[src/rtl/hcw_pkg.sv]
`timescale 1ns / 1ps
package hcw_pkg;

  localparam int QW = 20;  // widest quotient (score)
  localparam int OUT_CW = 25;

  localparam logic [2:0] REG_HUE_LOW_A = 3'd0;
  localparam logic [2:0] REG_HUE_HIGH_A = 3'd1;
  localparam logic [2:0] REG_HUE_LOW_B = 3'd2;
  localparam logic [2:0] REG_HUE_HIGH_B = 3'd3;
  localparam logic [2:0] REG_WINDOW_B_ON = 3'd4;
  localparam logic [2:0] REG_SAT_LOW = 3'd5;
  localparam logic [2:0] REG_VAL_LOW = 3'd6;

  localparam logic [7:0] RST_HUE_LOW_A = 8'd0;
  localparam logic [7:0] RST_HUE_HIGH_A = 8'd10;
  localparam logic [7:0] RST_HUE_LOW_B = 8'd170;
  localparam logic [7:0] RST_HUE_HIGH_B = 8'd180;
  localparam logic RST_WINDOW_B_ON = 1'b1;
  localparam logic [7:0] RST_SAT_LOW = 8'd120;
  localparam logic [7:0] RST_VAL_LOW = 8'd70;

  typedef enum logic [3:0] {
    ST_IDLE, ST_PREP, ST_SGO, ST_SWAIT, ST_HGO, ST_HWAIT,
    ST_TALLY, ST_QGO, ST_QWAIT, ST_EMIT
  } ctrl_state_t;

  typedef enum logic [1:0] {
    DIV_SAT, DIV_HUE, DIV_SCORE
  } div_sel_t;

  typedef struct packed {
    logic [7:0] hue_low_a;
    logic [7:0] hue_high_a;
    logic [7:0] hue_low_b;
    logic [7:0] hue_high_b;
    logic window_b_on;
    logic [7:0] sat_low;
    logic [7:0] val_low;
  } cfg_t;

  typedef struct packed {
    logic load_pix;
    logic prep;
    logic div_start;
    div_sel_t div_sel;
    logic latch_s;
    logic latch_h;
    logic tally;
    logic load_out;
  } cmd_t;

  typedef struct packed {
    logic div_busy;
    logic last;
    logic out_free;
  } stat_t;

endpackage

[src/rtl/hcw_divider.sv]
`timescale 1ns / 1ps
module hcw_divider #(
  parameter int DW = 25
) (
  input  logic                  clk,
  input  logic                  rst,
  input  logic                  start,
  input  logic [DW-1:0]         num_hi,
  input  logic [hcw_pkg::QW-1:0] num_lo,
  input  logic [DW-1:0]         den,
  input  logic [4:0]            nbits,
  output logic                  busy,
  output logic [hcw_pkg::QW-1:0] quo
);

  logic [DW-1:0] rem;
  logic [hcw_pkg::QW-1:0] low;
  logic [DW-1:0] dvs;
  logic [4:0] cnt;
  logic [DW:0] shifted;
  logic ge;

  // One restoring step: shift in the next dividend bit, subtract when it fits.
  assign shifted = {rem, low[hcw_pkg::QW-1]};
  assign ge = (shifted >= {1'b0, dvs});

  always_ff @(posedge clk) begin
    if (rst) begin
      busy <= 1'b0;
      cnt <= '0;
    end else if (start) begin
      busy <= 1'b1;
      cnt <= nbits;
    end else if (busy) begin
      cnt <= cnt - 5'd1;
      if (cnt == 5'd1) begin
        busy <= 1'b0;
      end
    end
  end

  always_ff @(posedge clk) begin
    if (start) begin
      rem <= num_hi;
      low <= num_lo;
      dvs <= den;
      quo <= '0;
    end else if (busy) begin
      rem <= ge ? DW'(shifted - {1'b0, dvs}) : shifted[DW-1:0];
      low <= {low[hcw_pkg::QW-2:0], 1'b0};
      quo <= {quo[hcw_pkg::QW-2:0], ge};
    end
  end

endmodule

[src/rtl/hcw_datapath.sv]
`timescale 1ns / 1ps
module hcw_datapath #(
  parameter int MAX_PIXELS = 16777216
) (
  input  logic                clk,
  input  logic                rst,
  input  hcw_pkg::cfg_t       cfg,
  input  hcw_pkg::cmd_t       cmd,
  output hcw_pkg::stat_t      stat,
  input  logic [23:0]         pix_data,
  input  logic                pix_last,
  output logic                out_valid,
  input  logic                out_ready,
  output logic [71:0]         out_data
);

  localparam int CW = $clog2(MAX_PIXELS + 1);
  localparam int DW = (CW > 9) ? CW : 9;
  localparam logic [CW-1:0] TALLY_MAX = CW'(MAX_PIXELS);

  logic [7:0] red, green, blue;
  logic last;
  logic [7:0] v_q, diff_q, s_q, h_q;
  logic [16:0] snum_q, hnum_q;
  logic [CW-1:0] match_tally, pixel_tally;
  logic [hcw_pkg::OUT_CW-1:0] out_match, out_pixel;
  logic [hcw_pkg::QW-1:0] out_score;

  logic [7:0] vmax, vmin, diff;
  logic signed [17:0] t_raw, t_adj;
  logic [16:0] snum, hnum;
  logic [CW+3:0] m10;
  logic [DW-1:0] d_hi, d_den;
  logic [hcw_pkg::QW-1:0] d_lo, quo;
  logic [4:0] d_nb;
  logic busy, hit;
  logic [CW+hcw_pkg::OUT_CW-1:0] m_ext, p_ext;

  always_ff @(posedge clk) begin
    if (cmd.load_pix) begin
      red <= pix_data[7:0];
      green <= pix_data[15:8];
      blue <= pix_data[23:16];
      last <= pix_last;
    end
  end

  // max, min, diff, the hue numerator in degrees times diff and the saturation numerator
  always_comb begin
    vmax = red;
    vmin = red;
    if (green > vmax) vmax = green;
    if (blue > vmax) vmax = blue;
    if (green < vmin) vmin = green;
    if (blue < vmin) vmin = blue;
    diff = vmax - vmin;
    if (vmax == red) begin
      t_raw = (18'($signed({1'b0, green})) - 18'($signed({1'b0, blue}))) * 18'sd60;
    end else if (vmax == green) begin
      t_raw = (18'($signed({1'b0, blue})) - 18'($signed({1'b0, red}))) * 18'sd60
              + 18'($signed({1'b0, diff})) * 18'sd120;
    end else begin
      t_raw = (18'($signed({1'b0, red})) - 18'($signed({1'b0, green}))) * 18'sd60
              + 18'($signed({1'b0, diff})) * 18'sd240;
    end
    t_adj = t_raw[17] ? t_raw + 18'($signed({1'b0, diff})) * 18'sd360 : t_raw;
    hnum = 17'(t_adj) + 17'(diff);
    snum = {diff, 9'b0} - 17'({diff, 1'b0}) + 17'(vmax);
  end

  always_ff @(posedge clk) begin
    if (cmd.prep) begin
      v_q <= vmax;
      diff_q <= diff;
      snum_q <= snum;
      hnum_q <= hnum;
    end
  end

  assign m10 = {match_tally, 3'b0} + {2'b0, match_tally, 1'b0};

  always_comb begin
    case (cmd.div_sel)
      hcw_pkg::DIV_SAT: begin
        d_hi = DW'(snum_q[16:8]);
        d_lo = {snum_q[7:0], 12'b0};
        d_den = DW'({v_q, 1'b0});
        d_nb = 5'd8;
      end
      hcw_pkg::DIV_HUE: begin
        d_hi = DW'(hnum_q[16:8]);
        d_lo = {hnum_q[7:0], 12'b0};
        d_den = DW'({diff_q, 1'b0});
        d_nb = 5'd8;
      end
      default: begin
        d_hi = DW'(m10[CW+3:4]);
        d_lo = {m10[3:0], 16'b0};
        d_den = DW'(pixel_tally);
        d_nb = 5'd20;
      end
    endcase
  end

  hcw_divider #(.DW(DW)) u_div (
    .clk(clk), .rst(rst), .start(cmd.div_start), .num_hi(d_hi), .num_lo(d_lo),
    .den(d_den), .nbits(d_nb), .busy(busy), .quo(quo)
  );

  always_ff @(posedge clk) begin
    if (cmd.latch_s) s_q <= (v_q == 8'd0) ? 8'd0 : quo[7:0];
    if (cmd.latch_h) h_q <= (diff_q == 8'd0) ? 8'd0 : quo[7:0];
  end

  assign hit = (((h_q >= cfg.hue_low_a) && (h_q <= cfg.hue_high_a)) ||
                (cfg.window_b_on && (h_q >= cfg.hue_low_b) && (h_q <= cfg.hue_high_b))) &&
               (s_q >= cfg.sat_low) && (v_q >= cfg.val_low);

  always_ff @(posedge clk) begin
    if (rst || cmd.load_out) begin
      match_tally <= '0;
      pixel_tally <= '0;
    end else if (cmd.tally) begin
      if (hit && (match_tally < TALLY_MAX)) match_tally <= match_tally + 1'b1;
      if (pixel_tally < TALLY_MAX) pixel_tally <= pixel_tally + 1'b1;
    end
  end

  assign m_ext = {{hcw_pkg::OUT_CW{1'b0}}, match_tally};
  assign p_ext = {{hcw_pkg::OUT_CW{1'b0}}, pixel_tally};

  always_ff @(posedge clk) begin
    if (rst) begin
      out_valid <= 1'b0;
    end else if (cmd.load_out) begin
      out_valid <= 1'b1;
    end else if (out_ready) begin
      out_valid <= 1'b0;
    end
  end

  always_ff @(posedge clk) begin
    if (cmd.load_out) begin
      out_match <= m_ext[hcw_pkg::OUT_CW-1:0];
      out_pixel <= p_ext[hcw_pkg::OUT_CW-1:0];
      out_score <= quo;
    end
  end

  assign out_data = {2'b0, out_score, out_pixel, out_match};

  assign stat.div_busy = busy;
  assign stat.last = last;
  assign stat.out_free = !out_valid || out_ready;

  a_match_le_pixel: assert property (@(posedge clk) disable iff (rst)
    match_tally <= pixel_tally) else $error("match tally above pixel tally");
  a_tally_sat: assert property (@(posedge clk) disable iff (rst)
    pixel_tally <= TALLY_MAX) else $error("pixel tally passed its limit");
  a_emit_clears: assert property (@(posedge clk) disable iff (rst)
    cmd.load_out |=> (pixel_tally == '0) && out_valid) else $error("emit did not clear");
  a_div_idle: assert property (@(posedge clk) disable iff (rst)
    cmd.div_start |-> !busy) else $error("divider restarted while busy");

endmodule

[src/rtl/hcw_ctrl.sv]
`timescale 1ns / 1ps
module hcw_ctrl (
  input  logic           clk,
  input  logic           rst,
  input  logic           in_valid,
  output logic           in_ready,
  input  hcw_pkg::stat_t stat,
  output hcw_pkg::cmd_t  cmd
);

  hcw_pkg::ctrl_state_t state, state_next;

  always_ff @(posedge clk) begin
    if (rst) begin
      state <= hcw_pkg::ST_IDLE;
    end else begin
      state <= state_next;
    end
  end

  always_comb begin
    state_next = state;
    cmd = '0;
    cmd.div_sel = hcw_pkg::DIV_SAT;
    in_ready = 1'b0;
    case (state)
      hcw_pkg::ST_IDLE: begin
        in_ready = 1'b1;
        if (in_valid) begin
          cmd.load_pix = 1'b1;
          state_next = hcw_pkg::ST_PREP;
        end
      end
      hcw_pkg::ST_PREP: begin
        cmd.prep = 1'b1;
        state_next = hcw_pkg::ST_SGO;
      end
      hcw_pkg::ST_SGO: begin
        cmd.div_start = 1'b1;
        state_next = hcw_pkg::ST_SWAIT;
      end
      hcw_pkg::ST_SWAIT: begin
        if (!stat.div_busy) begin
          cmd.latch_s = 1'b1;
          state_next = hcw_pkg::ST_HGO;
        end
      end
      hcw_pkg::ST_HGO: begin
        cmd.div_start = 1'b1;
        cmd.div_sel = hcw_pkg::DIV_HUE;
        state_next = hcw_pkg::ST_HWAIT;
      end
      hcw_pkg::ST_HWAIT: begin
        if (!stat.div_busy) begin
          cmd.latch_h = 1'b1;
          state_next = hcw_pkg::ST_TALLY;
        end
      end
      hcw_pkg::ST_TALLY: begin
        cmd.tally = 1'b1;
        state_next = stat.last ? hcw_pkg::ST_QGO : hcw_pkg::ST_IDLE;
      end
      hcw_pkg::ST_QGO: begin
        cmd.div_start = 1'b1;
        cmd.div_sel = hcw_pkg::DIV_SCORE;
        state_next = hcw_pkg::ST_QWAIT;
      end
      hcw_pkg::ST_QWAIT: begin
        if (!stat.div_busy) state_next = hcw_pkg::ST_EMIT;
      end
      hcw_pkg::ST_EMIT: begin
        if (stat.out_free) begin
          cmd.load_out = 1'b1;
          state_next = hcw_pkg::ST_IDLE;
        end
      end
      default: state_next = hcw_pkg::ST_IDLE;
    endcase
  end

endmodule

[src/rtl/hsv_color_window_pixel_fraction_core.sv]
`timescale 1ns / 1ps
// Channel   Direction  Word
// s_axis    in         tdata {blue, green, red}, tlast = last_pixel
// m_axis    out        tdata {score_fixed, pixel_count, match_count}
// apb       in/out     seven 8-bit or 1-bit settings at 4*index
//
// A pixel passes through accept, prepare, two 8-step divisions through the shared
// restoring divider (start, eight steps, latch for each), then the tally update.
// The last pixel of a frame adds a 20-step score division plus start and emit, and
// emit waits while the previous result still waits on m_axis.
// Reset (rst, synchronous) clears the tallies, the controller and the output valid,
// and restores the red preset. Input stalls while a pixel or a frame's result is in work.
module hsv_color_window_pixel_fraction_core #(
  parameter int MAX_PIXELS = 16777216
) (
  input  logic        clk,
  input  logic        rst,
  input  logic        s_tvalid,
  output logic        s_tready,
  input  logic [23:0] s_tdata,   // red[7:0], green[15:8], blue[23:16]
  input  logic        s_tlast,
  output logic        m_tvalid,
  input  logic        m_tready,
  output logic [71:0] m_tdata,   // match_count[24:0], pixel_count[49:25], score_fixed[69:50]
  input  logic        psel,
  input  logic        penable,
  input  logic        pwrite,
  input  logic [4:0]  paddr,
  input  logic [31:0] pwdata,
  output logic [31:0] prdata,
  output logic        pready
);

  hcw_pkg::cfg_t cfg;
  hcw_pkg::cmd_t cmd;
  hcw_pkg::stat_t stat;
  logic wr_en;
  logic [2:0] reg_idx;

  assign pready = 1'b1;
  assign reg_idx = paddr[4:2];
  assign wr_en = psel && penable && pwrite;

  // Settings registers; writes past the last index drop.
  always_ff @(posedge clk) begin
    if (rst) begin
      cfg.hue_low_a <= hcw_pkg::RST_HUE_LOW_A;
      cfg.hue_high_a <= hcw_pkg::RST_HUE_HIGH_A;
      cfg.hue_low_b <= hcw_pkg::RST_HUE_LOW_B;
      cfg.hue_high_b <= hcw_pkg::RST_HUE_HIGH_B;
      cfg.window_b_on <= hcw_pkg::RST_WINDOW_B_ON;
      cfg.sat_low <= hcw_pkg::RST_SAT_LOW;
      cfg.val_low <= hcw_pkg::RST_VAL_LOW;
    end else if (wr_en) begin
      case (reg_idx)
        hcw_pkg::REG_HUE_LOW_A: cfg.hue_low_a <= pwdata[7:0];
        hcw_pkg::REG_HUE_HIGH_A: cfg.hue_high_a <= pwdata[7:0];
        hcw_pkg::REG_HUE_LOW_B: cfg.hue_low_b <= pwdata[7:0];
        hcw_pkg::REG_HUE_HIGH_B: cfg.hue_high_b <= pwdata[7:0];
        hcw_pkg::REG_WINDOW_B_ON: cfg.window_b_on <= pwdata[0];
        hcw_pkg::REG_SAT_LOW: cfg.sat_low <= pwdata[7:0];
        hcw_pkg::REG_VAL_LOW: cfg.val_low <= pwdata[7:0];
        default: ;
      endcase
    end
  end

  // Read back; unused indexes return zero.
  always_comb begin
    case (reg_idx)
      hcw_pkg::REG_HUE_LOW_A: prdata = {24'b0, cfg.hue_low_a};
      hcw_pkg::REG_HUE_HIGH_A: prdata = {24'b0, cfg.hue_high_a};
      hcw_pkg::REG_HUE_LOW_B: prdata = {24'b0, cfg.hue_low_b};
      hcw_pkg::REG_HUE_HIGH_B: prdata = {24'b0, cfg.hue_high_b};
      hcw_pkg::REG_WINDOW_B_ON: prdata = {31'b0, cfg.window_b_on};
      hcw_pkg::REG_SAT_LOW: prdata = {24'b0, cfg.sat_low};
      hcw_pkg::REG_VAL_LOW: prdata = {24'b0, cfg.val_low};
      default: prdata = '0;
    endcase
  end

  hcw_ctrl u_ctrl (
    .clk(clk), .rst(rst), .in_valid(s_tvalid), .in_ready(s_tready),
    .stat(stat), .cmd(cmd)
  );

  hcw_datapath #(.MAX_PIXELS(MAX_PIXELS)) u_dp (
    .clk(clk), .rst(rst), .cfg(cfg), .cmd(cmd), .stat(stat),
    .pix_data(s_tdata), .pix_last(s_tlast),
    .out_valid(m_tvalid), .out_ready(m_tready), .out_data(m_tdata)
  );

endmodule
[config.mk]
export PLATFORM = sky130hd
export DESIGN_NAME = hsv_color_window_pixel_fraction_core
export DESIGN_NICKNAME = d
export VERILOG_FILES = /design/src/rtl/hcw_pkg.sv /design/src/rtl/hcw_divider.sv /design/src/rtl/hcw_datapath.sv /design/src/rtl/hcw_ctrl.sv /design/src/rtl/hsv_color_window_pixel_fraction_core.sv
export SDC_FILE = /design/constraint.sdc
export NUM_CORES = 1
export LEC_CHECK = 0
export ABC_CLOCK_PERIOD_IN_PS = 12050
export BUFFER_PORTS_ARGS = -buffer_cell sky130_fd_sc_hd__buf_2
export CAP_MARGIN = 20
export CORE_MARGIN = 4
export CORE_UTILIZATION = 57
export DETAILED_ROUTE_END_ITERATION = 7
export GPL_TIMING_DRIVEN = 0
export PLACE_DENSITY = 0.84
export SLEW_MARGIN = 20
export SYNTH_ARGS = -nofsm -noshare
export SYNTH_HDL_FRONTEND = slang
export SYNTH_SLANG_ARGS = --single-unit
[constraint.sdc]
create_clock -name clk -period 12.05 [get_ports clk]
set_clock_uncertainty 0.15 [all_clocks]
set_input_delay 0 -clock clk [delete_from_list [all_inputs] [get_ports clk]]
set_output_delay 0 -clock clk [all_outputs]
set_load 0.01 [all_outputs]
==> impl_metrics.toml <==
[critical_path]
path_max_fanout = 9
slowest_delay_ns = 0.50
endpoint_kind = "register"
critPathArrivalTime_ns = 12.27
crit_required_ns = 12.21
slowest_stage = "fa_1"
crit_type = "reg -> reg"
critPathLaunchType = "register"

[detailed_routing]
viasPerCell = 6.06
drtPass1Iterations = 8
finalWirelength_um = 79500
num_vias = 24200
wl_per_cell_um = 19.9
dr.first_iter.drc_count = 2584
ant_nets = 0
drc_errors = 0

[timing]
relSlewSlack_pct = 38.6
hold_viol = 0
setup-violations-final = 3
worstMarginPinSlew_ns = 0.895
holdWs_ns = 0.0180
post-route-period-util_pct = 101
fin_ws_ns = -0.0638
fmax_mhz = 82.6
finalCriticalPeriod_ns = 12.11
maxSlewViolCount = 0
tns_ns = -0.0940

[synth]
synth_edf_count = 216
ys_seq_elements = 346
avgSynthCellArea_um2 = 9.33
synth_commonest_cells = "323 x inv_1, 303 x ha_1, 269 x nor2_1"
yosysSeqAreaShare_pct = 32.8
synth_xor_area_share_pct = 8.09
synthArstFlopShare_pct = 0
muxShareOfSynthArea_pct = 4.41
synth.top_cell.area_share_pct = 23.4
ys_warn_count = 0
syn-instance-count = 2967
synth_area_leaders = "edfxtp_1 23%, ha_1 14%, dfxtp_1 9.4%, xnor2_1 5.0%, fa_1 4.8%"
synth_most_common_cell = "inv_1"
syn_area_um2 = 27700
synth_cell_types = 109
dominantRegCellSynth = "edfxtp_1"
synth_fa_ha_area_share_pct = 18.6
synth_top_family_by_area = "adder cells"
synth_simple_gate_area_share_pct = 13.8
synth_compound_area_share_pct = 16.0
synth.largest_area_cell = "edfxtp_1"

[layout]
nFillCells = 3323
drive_above_1_share_pct = 16.2
multi_input_area_um2 = 17900
antenna_cells = 0
regArea_um2 = 9090
final_cells = 3991
layout.nets = 3785
final_util_pct = 69.3
area_growth_pct = 19.8

[place]
dp_hpwl_um = 54100
dp_cells = 3735
gp_congestion = 0.991
io_buffers = 119

[floorplan]
dieWidth_um = 228
dieArea_um2 = 52200
ios = 176
start_util_pct = 57.9
coreArea_um2 = 47800
std_cell_rows = 80
die_h_um = 228

[cts]
htreeDepth = 2
clockBufferDepth = 3
tritoncts = "yes"
cts.sinks = 346
clk_latency_ns = 0.57
clk_pin_slew_worst_paths_ns = 0.07
cts-root-buf = "clkbuf_16"
cts_buffers = 37

[worst_hold_path]
hp-class = "in -> reg"

[grt]
grt_max_degree = 32
grt_pass1_wl_um = 121000
antenna_found_initial = 0
grt_overflow_total = 0
grt_usage_pct = 28.2
grt_pass1_vias = 23100

[job]
drv_cap = 0

[run_status]
outcome = "finished, violations left"
violations = "negative setup slack"
cell usage in the layout, fill, tap and decap left out, types with 17 or more instances in the layout:
| master | Yosys | final |
|---|---|---|
| nand2_1 | 171 | 170 |
| clkbuf_16 | 0 | 42 |
| nor3_1 | 51 | 46 |
| nand3_1 | 58 | 57 |
| buf_2 | 2 | 121 |
| xnor2_1 | 157 | 141 |
| buf_4 | 27 | 155 |
| nor2_1 | 269 | 263 |
| conb_1 | 2 | 27 |
| o21ai_0 | 140 | 132 |
| mux2i_1 | 95 | 91 |
| a21o_1 | 81 | 80 |
| dlygate4sd3_1 | 0 | 68 |
| fa_1 | 66 | 64 |
| o22ai_1 | 17 | 17 |
| a21oi_1 | 172 | 155 |
| nand4_1 | 23 | 23 |
| ha_1 | 303 | 278 |
| and2_1 | 42 | 41 |
| xor2_1 | 91 | 89 |
| nor2b_1 | 35 | 33 |
| inv_1 | 323 | 311 |
| and3_1 | 22 | 21 |
| clkbuf_1 | 64 | 57 |
| nand2b_1 | 28 | 27 |
| edfxtp_1 | 216 | 216 |
| dfxtp_1 | 130 | 130 |
| a211o_1 | 21 | 21 |
| a31oi_1 | 23 | 19 |
layer usage:
| metal | track usage [%] | vias to the layer above | routed length, µm |
|---|---|---|---|
| li1 | - | 11200 | - |
| met5 | 0 | - | 0 |
| met2 | 47.9 | 1331 | 37100 |
| met1 | 35.0 | 11300 | 30700 |
| met3 | 4.40 | 388 | 6310 |
| met4 | 14.1 | 0 | 5410 |
critical path: cells and delay by family (launching register included):
kind            cells  cell delay (ns)
compound gates     20             3.49
fa+ha+maj           9             2.52
simple gates       10             1.57
buf+inv            11             1.54
mux                 4             1.27
xor+xnor            4             0.83
flops               1             0.46
worst paths after layout:
kind | from | to | slack [ns] | cells past startpoint
setup / recovery | u_dp.green[3]$_DFFE_PP_ | u_dp.hnum_q[7]$_DFFE_PP_ | -0.06 | 58
hold / removal | s_tdata[7] | u_dp.red[7]$_DFFE_PP_ | 0.02 | 2
setup reg to reg | u_dp.green[3]$_DFFE_PP_ | u_dp.hnum_q[7]$_DFFE_PP_ | -0.06 | 58
hold reg to reg | u_dp.u_div.quo[19]$_SDFFE_PN0P_ | u_dp.out_score[19]$_DFFE_PP_ | 0.30 | 0
through the flow:
step | instance area (µm²) | setup slack (ns)
after floorplan | 27800 | 0.0386
after global placement | 29200 | -2.57
after detailed placement | 29300 | -2.58
after CTS | 32200 | -0.0148
after global routing | 33200 | -0.443
final | 33200 | -0.0638
cell families (layout without fill, tap and decap cells):
family	count (synthesis)	in the layout
AND/OR/NAND/NOR	789	789
AO/OA/AOI/OAI	662	662
buffers and inverters	432	816
adder cells (fa/ha/maj)	372	372
flip-flops	346	346
XOR/XNOR	251	251
multiplexers	113	113
other	2	27
state kept, by name (all words and copies together), names as in the netlist, 17 cells and up:
register,count
u_dp.snum_q,17
u_dp.u_div.rem,25
cfg,49
u_dp.match_tally,25
u_dp.pixel_tally,25
u_dp.out_pixel,25
u_dp.u_div.quo,20
u_dp.out_score,20
u_dp.out_match,25
u_dp.u_div.dvs,25
u_dp.hnum_q,17
cell type report:
class | count | share of cell area (%)
flip-flops and latches | 346 | 27.4
plain buffers | 98 | 1.60
clock inverters | 18 | 0.566
inverters | 329 | 3.77
repair buffers | 321 | 7.14
clock buffers | 50 | 3.32
multi-input cells | 2214 | 53.9
well taps | 615 | 2.32
repair_timing:
item / in CTS / in global routing
hold endpoints to repair: 94 / 0
setup endpoints to repair: 14 / 13
hold buffers: 68 / 0
cloned: 0 / 1
pin swaps: 31 / 58
gates resized for setup: 75 / 119
setup buffers: 74 / 50
Power is left out: the tool's default activity adds up to more than one toggle a clock period on the data nets, which glitch-free logic cannot reach.
